[src/hw/rtl/sfig_pkg.sv]
`default_nettype none

package sfig_pkg;

	// sizes of the payload
	localparam int SAMPLE_BITS = 16;
	localparam int KNOB_W      = 16;
	localparam int RATE_W      = 18;
	localparam int GAIN_W      = 17;
	localparam int FLASH_W     = 15;

	// configuration port
	localparam int CFG_IDX_W  = 2;
	localparam int CFG_DATA_W = 18;

	typedef enum logic [CFG_IDX_W-1:0] {
		CFG_FADE_TIME = 2'd0,
		CFG_SHAPE     = 2'd1,
		CFG_RATE      = 2'd2
	} cfg_reg_t;

	localparam logic [KNOB_W-1:0] SHAPE_RESET = 16'd32768;
	localparam logic [RATE_W-1:0] RATE_RESET  = 18'd48000;

	// ramp progress q1.24 and gain q1.16
	localparam int PROG_W    = 25;
	localparam int PROG_FRAC = 24;
	localparam logic [PROG_W-1:0] ONE_Q24 = 25'h100_0000;
	localparam logic [GAIN_W-1:0] ONE_Q16 = 17'h1_0000;

	// log curve table, depth is a power of two
	localparam int LOG_TABLE_DEPTH = 1024;
	localparam int LOG_IDX_W       = $clog2(LOG_TABLE_DEPTH);
	localparam int LOG_FRAC_W      = PROG_FRAC - LOG_IDX_W;
	localparam int LOG_DATA_W      = 16;

	typedef logic [LOG_DATA_W-1:0] log_rom_t [LOG_TABLE_DEPTH];

	localparam logic [63:0] LOG_DEPTH_64 = 64'(LOG_TABLE_DEPTH);
	localparam logic [63:0] LOG_TWO_Q30  = 64'd2 << 30;
	localparam logic [63:0] LOG10_2_Q32  = 64'd1292913986;

	// ramp step = STEP_NUM / (rate * (FK_BASE + FK_SCALE * knob))
	localparam int FK_W     = 21;
	localparam int DEN_W    = 39;
	localparam int DIV_BITS = 26;
	localparam int DIV_CNT_W = $clog2(DIV_BITS);
	localparam logic [FK_W-1:0] FK_BASE  = 21'd65535;
	localparam logic [FK_W-1:0] FK_SCALE = 21'd19;
	localparam logic [40:0] STEP_NUM = 41'd131070 << 24;
	localparam logic [DIV_BITS-1:0] STEP_NUM_LO = STEP_NUM[DIV_BITS-1:0];
	localparam logic [DEN_W-1:0] STEP_NUM_HI = DEN_W'(STEP_NUM >> DIV_BITS);

	// floor(rate / 10) by reciprocal, exact for all 18 bit rates
	localparam logic [RATE_W-1:0] DIV10_MULT = 18'd209716;
	localparam int DIV10_SHIFT = 21;

	typedef enum logic [3:0] {
		ST_IDLE,
		ST_START,
		ST_DEN,
		ST_DIV,
		ST_ADVANCE,
		ST_LOOKUP,
		ST_INTERP,
		ST_BLEND,
		ST_SCALE
	} ctrl_state_t;

	typedef struct packed {
		logic                 accept;
		logic                 den_load;
		logic                 div_step;
		logic [DIV_CNT_W-1:0] div_bit;
		logic                 advance;
		logic                 rom_read;
		logic                 interp;
		logic                 blend;
		logic                 load_out;
	} sfig_cmd_t;

	typedef struct packed {
		logic ramp_on;
	} sfig_stat_t;

	// floor(65536*log10(1+9i/depth)) for every entry
	function automatic log_rom_t build_log_rom();
		log_rom_t    rom;
		logic [63:0] y;
		logic [63:0] ip;
		logic [63:0] fr;
		logic [63:0] r;
		for (int i = 0; i < LOG_TABLE_DEPTH; i++) begin
			y  = ((LOG_DEPTH_64 + 64'd9 * 64'(i)) << 30) / LOG_DEPTH_64;
			ip = 64'd0;
			fr = 64'd0;
			for (int k = 0; k < 4; k++) begin
				if (y >= LOG_TWO_Q30) begin
					y  = y >> 1;
					ip = ip + 64'd1;
				end
			end
			for (int b = 23; b >= 0; b--) begin
				y = (y * y) >> 30;
				if (y >= LOG_TWO_Q30) begin
					y     = y >> 1;
					fr[b] = 1'b1;
				end
			end
			r = (((ip << 24) | fr) * LOG10_2_Q32) >> 40;
			rom[i] = (r > 64'd65535) ? 16'hFFFF : r[15:0];
		end
		return rom;
	endfunction

endpackage

`default_nettype wire

[src/hw/rtl/sfig_ctrl.sv]
`default_nettype none

module sfig_ctrl
	import sfig_pkg::*;
(
	input  wire logic       clk,
	input  wire logic       arst_n,
	input  wire logic       in_valid,
	output logic            in_ready,
	output logic            out_valid,
	input  wire logic       out_ready,
	input  wire sfig_stat_t status,
	output sfig_cmd_t       cmd
);

	ctrl_state_t          state_q;
	ctrl_state_t          state_nx;
	logic [DIV_CNT_W-1:0] div_cnt_q;
	logic                 out_valid_q;
	logic                 slot_free;

	assign slot_free = !out_valid_q || out_ready;

	always_comb begin
		state_nx = state_q;
		case (state_q)
			ST_IDLE: begin
				if (in_valid) begin
					state_nx = ST_START;
				end
			end
			ST_START: begin
				state_nx = status.ramp_on ? ST_DEN : ST_SCALE;
			end
			ST_DEN: begin
				state_nx = ST_DIV;
			end
			ST_DIV: begin
				if (div_cnt_q == '0) begin
					state_nx = ST_ADVANCE;
				end
			end
			ST_ADVANCE: begin
				state_nx = ST_LOOKUP;
			end
			ST_LOOKUP: begin
				state_nx = ST_INTERP;
			end
			ST_INTERP: begin
				state_nx = ST_BLEND;
			end
			ST_BLEND: begin
				state_nx = ST_SCALE;
			end
			ST_SCALE: begin
				if (slot_free) begin
					state_nx = ST_IDLE;
				end
			end
			default: begin
				state_nx = ST_IDLE;
			end
		endcase
	end

	always_comb begin
		in_ready     = 1'b0;
		cmd          = '0;
		cmd.div_bit  = div_cnt_q;
		case (state_q)
			ST_IDLE: begin
				in_ready   = 1'b1;
				cmd.accept = in_valid;
			end
			ST_DEN: begin
				cmd.den_load = 1'b1;
			end
			ST_DIV: begin
				cmd.div_step = 1'b1;
			end
			ST_ADVANCE: begin
				cmd.advance = 1'b1;
			end
			ST_LOOKUP: begin
				cmd.rom_read = 1'b1;
			end
			ST_INTERP: begin
				cmd.interp = 1'b1;
			end
			ST_BLEND: begin
				cmd.blend = 1'b1;
			end
			ST_SCALE: begin
				cmd.load_out = slot_free;
			end
			default: begin
				in_ready = 1'b0;
			end
		endcase
	end

	always_ff @(posedge clk or negedge arst_n) begin
		if (!arst_n) begin
			state_q     <= ST_IDLE;
			div_cnt_q   <= '0;
			out_valid_q <= 1'b0;
		end else begin
			state_q <= state_nx;
			if (state_q == ST_DEN) begin
				div_cnt_q <= DIV_CNT_W'(DIV_BITS - 1);
			end else if (state_q == ST_DIV) begin
				div_cnt_q <= div_cnt_q - 1'b1;
			end
			if (cmd.load_out) begin
				out_valid_q <= 1'b1;
			end else if (out_ready) begin
				out_valid_q <= 1'b0;
			end
		end
	end

	assign out_valid = out_valid_q;

endmodule

`default_nettype wire

[config.mk]
export PLATFORM = sky130hd
export DESIGN_NAME = sfig_ctrl
export DESIGN_NICKNAME = d
export VERILOG_FILES = /design/src/hw/rtl/sfig_pkg.sv /design/src/hw/rtl/sfig_ctrl.sv
export SDC_FILE = /design/constraint.sdc
export NUM_CORES = 1
export LEC_CHECK = 0
export BUFFER_PORTS_ARGS = -buffer_cell sky130_fd_sc_hd__buf_2
export CAP_MARGIN = 25
export CORE_AREA = 5 5 42 44
export CTS_BUF_LIST = sky130_fd_sc_hd__clkbuf_8
export DETAILED_ROUTE_END_ITERATION = 7
export DIE_AREA = 0 0 47 49
export PLACE_DENSITY_LB_ADDON = 0.1
export REMOVE_ABC_BUFFERS = 1
export SETUP_SLACK_MARGIN = 0.3
export SLEW_MARGIN = 10
export SYNTH_ARGS = -nofsm -noshare
export SYNTH_HDL_FRONTEND = slang
export SYNTH_SLANG_ARGS = --single-unit
[constraint.sdc]
create_clock -name clk -period 2.24 [get_ports clk]
set_clock_uncertainty 0.15 [all_clocks]
set_input_delay 0.448 -clock clk [delete_from_list [all_inputs] [get_ports clk]]
set_output_delay 0.448 -clock clk [all_outputs]
set_load 0.01 [all_outputs]
; ---- Word level (Yosys, flattened, before mapping)
; Index checks and enable logic that the tools add are counted.
[op_classes]
addsub = 1
n_eq_ne = 11
mux = 18
reduce_logical = 7
[op_table]
columns = operator, n
row1 = $pmux 4 s9, 1
row2 = $eq 4x3->1 const B, 4
row3 = $mux 4, 4
row4 = $mux 1, 11
row5 = $mux 5, 2
row6 = $eq 4x2->1 const B, 2
row7 = $ne 2x2->1 const B, 3
row8 = $logic_not 5->1, 1
row9 = $sub 5x1->5 const B, 1
row10 = $eq 4x1->1 const B, 1
row11 = $eq 4x4->1 const B, 1
row12 = $logic_not 4->1, 1
row13 = $reduce_bool 2->1, 2
row14 = $reduce_and 3->1, 1
row15 = $logic_not 1->1, 1
row16 = $logic_or 1x1->1, 1
[totals]
regBits = 10
inputBits = 5
out_inout_bits = 15
elab_cells = 40

; ---- Depth between registers and ports, before layout
; Gate-level depths: netlist of run 1.
[depth]
ltp_word = 4
mapped_depth = 5
mapped_depth_nobuf = 5

; ---- Worst setup path after synthesis of run 1
; OpenSTA, ideal clock, no wires.
[synth_timing]
path_kind = register -> output
startpoint = register state_q[3]
endpoint = output cmd[12] in the netlist's numbering
t_arrival_ns = 1.356
t_required_ns = 1.642
setup_slack_ns = 0.286
path_stages_with_launch = 4
cell_sequence = dfrtp_1 -> clkbuf_1 -> nor4_1 -> and2_1
[synth_rtl]
columns = element, line
row1 = from (decl), sfig_ctrl.sv:16  ; ctrl_state_t state_q;
row2 = from (signal assigned), sfig_ctrl.sv:108  ; state_q <= state_nx;
row3 = to (decl), sfig_ctrl.sv:13  ; output sfig_cmd_t cmd

==> run_results.csv, run 1 <==
group,metric,value,unit
status,outcome,"finished, final reports clean",
drt,drtIter0Drc,13,
timing,maxSlewViolCount,0,
timing,setup_viol,0,
synthesis,synth_top_family_by_area,"simple AND/OR/NAND/NOR gates",
drt,drtAntennaViolNets,0,
synthesis,synth_cell_types,31,
synthesis,yosys.area.top_type_share,41.2,%
synthesis,synth_fa_ha_area_share,2.06,%
synthesis,synth-xor-area-share,0,%
placed_design,dp.final_hpwl,1060,um
critical_path,required,1.64,ns
finish,fin_cells,110,
finish,syn2layout_area_growth,45.5,%
pwr,swShare,41.0,%
clock_tree,path_clk_slew,0.05,ns
timing,min_period_over_period,89.7,%
synthesis,synth-compound-area-share,14.0,%
synthesis,synth-edff-count,0,
synthesis,syn_area_per_cell,8.94,um2
global_routing,antenna_found_initial,0,
global_routing,grt_pass1_vias,628,
die,rows,14,
die,fp.dieH,49,um
pwr,seqPwrFrac,26.4,%
synthesis,synth_area_leader_cell,"dfrtp_1",
drt,wl_per_cell,15.4,um
timing,post-route-min-period,2.01,ns
global_routing,grt_pass1_wl,2830,um
clock_tree,clockBufferDepth,2,
clock_tree,numCtsBuffers,3,
global_routing,grt_usage,16.6,%
synthesis,ys_seq_area_share,41.2,%
finish,diodes,0,
global_routing,grt_max_degree,14,
pwr,p_sw,0.000478,W
pwr,pwr-share-comb,53.7,%
die,start_util,43.4,%
critical_path,start_kind,"flop",
placed_design,port_buffers,19,
die,io_pins,20,
drt,wl_met3,97,um
drt,vias,612,
min_path,hp-class,"primary input to flop",
synthesis,synth_common_cells,"dfrtp_1, nand2_1, a21oi_1, nor3_1",
drt,wl_met1,727,um
finish,drive_gt1_share,47.9,%
drt,routed-wl-met2,838,um
clock_tree,cts.htree.levels,1,
drt,via_per_inst,5.56,
synthesis,synthTopCellsByArea,"dfrtp_1, nand2_1, a21oi_1, nor2b_1, nor3_1",
clock_tree,cts_num_sinks,10,
critical_path,criticalPathCategory,"flop to output port",
timing,rsz0062_at_grt,"true",
placed_design,place.gp.congestion,0.734,
drt,drc,0,
clock_tree,clockRootBuffer,"clkbuf_8",
drt,drt_wl_total,1690,um
placed_design,place_inst,102,
synthesis,synth-warning-count,0,
synthesis,muxShareOfSynthArea,0,%
critical_path,crit_arrival,1.41,ns
synthesis,syn_inst,68,
synthesis,synthMostInstantiatedCell,"dfrtp_1",
pwr,power_density,1320,nW/um2
drt,dr.pass1.iters,4,
synthesis,synth-simple-area-share,38.5,%
pwr,power.leakage,0.405,nW
critical_path,r2r_slack,0.38,ns
die,dieArea,2300,um2
synthesis,netlist_area,608,um2
run,drv_cap,0,
pwr,ir_drop,0.000638,V
critical_path,path_max_fanout,2,
timing,totalNegativeSetupSlack,0,ns
timing,worstMarginPinSlew,0.381,ns
synthesis,ys_ff_latch,10,
synthesis,synth_flop_cell,"dfrtp_1",
drt,dr.max_layer_used,"met4",
synthesis,async_reset_ff_share,100,%
finish,nets,101,
timing,timing_hold_violations_final,0,
critical_path,cp-end-kind,"output port",
pwr,clock_power_share,19.9,%
global_routing,grt.overflow.total,0,
die,dieWidth,47,um
pwr,p_int,0.000689,W
timing,max_slew_margin,74.5,%
clock_tree,tritoncts,"done",
die,core-area,1400,um2
timing,max_freq,0.497,GHz
clock_tree,insertion_delay,0.24,ns
[worst paths after layout]
check | startpoint | endpoint | depth (start not counted)
min in group asynchronous | arst_n | div_cnt_q[2]$_DFFE_PN0P_ | 2
setup / recovery | state_q[2]$_DFFE_PN0P_ | cmd[0] | 3
hold reg to reg | div_cnt_q[1]$_DFFE_PN0P_ | div_cnt_q[1]$_DFFE_PN0P_ | 2
hold / removal | in_valid | state_q[0]$_DFFE_PN0P_ | 3
max in group asynchronous | arst_n | state_q[3]$_DFFE_PN0P_ | 2
setup reg to reg | div_cnt_q[0]$_DFFE_PN0P_ | state_q[2]$_DFFE_PN0P_ | 5
[metal layers]
metal | track usage [%] | vias up
met4 | 5.53 | 0
li1 | - | 296
met2 | 25.6 | 19
met1 | 21.7 | 292
met3 | 4.43 | 5
met5 | 0 | -
[final cells by class]
type	count	area, um2
sequential	10	251
inverter	3	11.3
multi-input combinational	51	393
fill	133	517
tap	16	20.0
clock buffer	4	55.1
timing repair buffer	26	154
[state kept, by name (all words and copies together) (netlist names)]
register / count
out_valid: 1
div_cnt_q: 5
state_q: 4
[power by group through the flow]
stage	registers [W]	logic [W]	clock network, W
final	0.000308	0.000628	0.000232
after CTS	0.000307	0.000550	0.000232
after global placement	0.000309	0.000510	0
after global routing	0.000318	0.000705	0.000241
after floorplan	0.000354	0.000286	0
after detailed placement	0.000312	0.000516	0
[cells by family after synthesis]
kind of cell / Yosys count
fa+ha+maj: 1
flops: 10
simple gates: 37
buf+inv: 7
compound gates: 13
[metrics by stage]
stage          instance area, um2  utilization (%)  worst slack [ns]  power (W)  hold slack (ns)
2_1_floorplan                 593                -             0.369   0.000640          0.00241
3_3_place_gp                  731             52.1             0.333   0.000819            0.175
3_5_place_dp                  731             52.1             0.331   0.000827            0.180
4_1_cts                       836             59.6             0.221    0.00109            0.356
5_1_grt                       885             63.1             0.170    0.00126            0.360
6_report                      885             63.1             0.230    0.00117            0.351
[worst max-delay path: stages (launching register included)]
cell,delay [ns]
dfrtp_1,0.38
or4b_4,0.54
nor2b_1,0.11
buf_2,0.13
[cell usage in the layout, fill, tap and decap left out, types with 2 or more instances in the layout]
cell type  count
nand2_1        7
nor3_2         2
inv_1          3
clkbuf_8       4
nor2b_1        3
buf_2         19
or4b_4         2
nor3_1         3
nand2b_1       2
buf_4          5
nor2_1         3
dfrtp_1        9
a21oi_1        5
nor3b_2        3
[what timing repair did]
| item | CTS | global route |
|---|---|---|
| cloned | 0 | 0 |
| buffers inserted | 2 | 1 |
| hold buffers | 1 | 0 |
| endpoints found under the hold margin | 10 | 0 |
| gates resized for setup | 5 | 9 |
| endpoints found under the setup margin | 4 | 8 |
| pin swaps | 1 | 3 |
(Power assumes the default switching activity.)
==> run 2, diff against run 1 <==
--- a/config.mk
+++ b/config.mk
@@ -6,4 +6,5 @@
 export NUM_CORES = 1
 export LEC_CHECK = 0
+export ABC_CLOCK_PERIOD_IN_PS = 2240
 export BUFFER_PORTS_ARGS = -buffer_cell sky130_fd_sc_hd__buf_2
 export CAP_MARGIN = 25
--- a/constraint.sdc
+++ b/constraint.sdc
@@ -3,3 +3,3 @@
 set_input_delay 0.448 -clock clk [delete_from_list [all_inputs] [get_ports clk]]
 set_output_delay 0.448 -clock clk [all_outputs]
-set_load 0.01 [all_outputs]
+set_load 0.05 [all_outputs]
==> run_results.csv, run 2 (synthesized netlist as in run 1, its figures left out) <==
group,metric,value,unit
critical_path,required,1.64,ns
drt,drtAntennaViolNets,0,
pwr,power_density,1460,nW/um2
timing,maxSlewViolCount,0,
critical_path,cp-startpoint,"state_q[2]$_DFFE_PN0P_",
pwr,seqPwrFrac,21.9,%
finish,syn2layout_area_growth,58.6,%
drt,vias,590,
finish,fin_util,68.8,%
clock_tree,tritoncts,"done",
timing,worst_slack,0.180,ns
drt,via_per_inst,5.27,
die,fp.dieH,49,um
clock_tree,cts.htree.levels,1,
placed_design,dp.final_hpwl,1070,um
drt,drtIter0Drc,12,
global_routing,antenna_found_initial,0,
die,dieArea,2300,um2
pwr,clock_power_share,16.1,%
finish,largest_reg_flops,5,
finish,drive_gt1_share,50.0,%
pwr,ir_drop,0.000766,V
pwr,p_sw,0.000690,W
finish,regMostFlops,"div_cnt_q",
drt,dr.pass1.iters,3,
global_routing,grt_pass1_vias,589,
clock_tree,clockRootBuffer,"clkbuf_8",
die,io_pins,20,
finish,nets,103,
min_path,holdCritStartpoint,"in_valid",
finish,fin_cells,112,
global_routing,grt_usage,15.2,%
clock_tree,cts_num_sinks,10,
timing,setup_viol,0,
timing,max_slew_margin,75.4,%
pwr,swShare,48.9,%
critical_path,criticalPathCategory,"flop to output port",
clock_tree,numCtsBuffers,3,
drt,wl_per_cell,13.8,um
critical_path,r2r_start,"div_cnt_q[0]$_DFFE_PN0P_",
finish,diodes,0,
critical_path,path_max_fanout,2,
drt,drt_wl_total,1550,um
global_routing,grt.overflow.total,0,
timing,min_period_over_period,92.0,%
timing,hold_ws,0.359,ns
die,start_util,43.4,%
timing,worstMarginPinSlew,0.367,ns
placed_design,place.gp.congestion,0.745,
clock_tree,clockBufferDepth,2,
drt,drc,0,
pwr,power.leakage,0.446,nW
timing,post-route-min-period,2.06,ns
critical_path,crit_arrival,1.46,ns
die,core-area,1400,um2
status,outcome,"finished, final reports clean",
placed_design,preCtsSetupSlack,0.304,ns
clock_tree,insertion_delay,0.23,ns
min_path,hp-class,"primary input to flop",
critical_path,start_kind,"flop",
die,rows,14,
critical_path,cp-end-kind,"output port",
timing,timing_hold_violations_final,0,
die,dieWidth,47,um
timing,rsz0062_at_grt,"true",
timing,max_freq,0.485,GHz
placed_design,place_inst,103,
timing,totalNegativeSetupSlack,0,ns
pwr,p_int,0.000721,W
clock_tree,path_clk_slew,0.05,ns
global_routing,grt_pass1_wl,2620,um
placed_design,port_buffers,19,
finish,final_cell_mix,"dfrtp_1, buf_2, buf_4, nand2_1, buf_6",
pwr,pwr-share-comb,62.0,%
global_routing,grt_max_degree,14,
run,drv_cap,0,
==> run 2: cell count changes in the layout (fill, tap and decap cells not counted), sizes merged <==
cell / previous run / this run
buf: 25 / 27
==> run 2: final cells by class <==
type / instances / area, um2
Sequential cell: 10 / 250
Inverter: 3 / 11.3
Multi-Input combinational cell: 51 / 399
Clock buffer: 4 / 55.1
Tap cell: 16 / 20.0
Fill cell: 108 / 437
Timing Repair Buffer: 28 / 229
==> run 2: power by group through the flow <==
stage	logic [W]	clock network, W	registers (W)
detailed placement	0.000753	0	0.000304
global placement	0.000742	0	0.000304
finish	0.000874	0.000227	0.000309
global route	0.000946	0.000240	0.000317
floorplan	0.000388	0	0.000477
CTS	0.000826	0.000232	0.000304
==> run 2: worst max-delay path: stages (launching register included) <==
cell,delay [ns]
dfrtp_1,0.38
or4b_4,0.56
nor2b_4,0.14
buf_8,0.15
==> run 2: worst paths after layout <==
check | to | slack (ns) | cells past startpoint
min in group asynchronous | div_cnt_q[1]$_DFFE_PN0P_ | 0.45 | 2
min | state_q[0]$_DFFE_PN0P_ | 0.36 | 3
max reg2reg | state_q[2]$_DFFE_PN0P_ | 0.37 | 5
max in group asynchronous | state_q[1]$_DFFE_PN0P_ | 1.29 | 2
min reg2reg | div_cnt_q[1]$_DFFE_PN0P_ | 0.38 | 2
max | cmd[0] | 0.18 | 3
==> run 2: per-stage QoR <==
stage          power [W]  instance area, um2
4_1_cts          0.00136                 893
2_1_floorplan   0.000865                 593
5_1_grt          0.00150                 965
6_report         0.00141                 965
3_5_place_dp     0.00106                 738
3_3_place_gp     0.00105                 738
==> run 2: layer usage <==
layer	wire, um	global-route usage (%)
met1	665	19.4
met3	82	4.06
met2	778	24.7
met5	0	0
met4	23	4.15
==> run 2: what timing repair did <==
item	CTS	global route
gates resized for setup	21	14
hold buffers	1	0
setup buffers	1	3
endpoints found under the hold margin	10	0
setup endpoints to repair	9	9
pin swaps	2	3
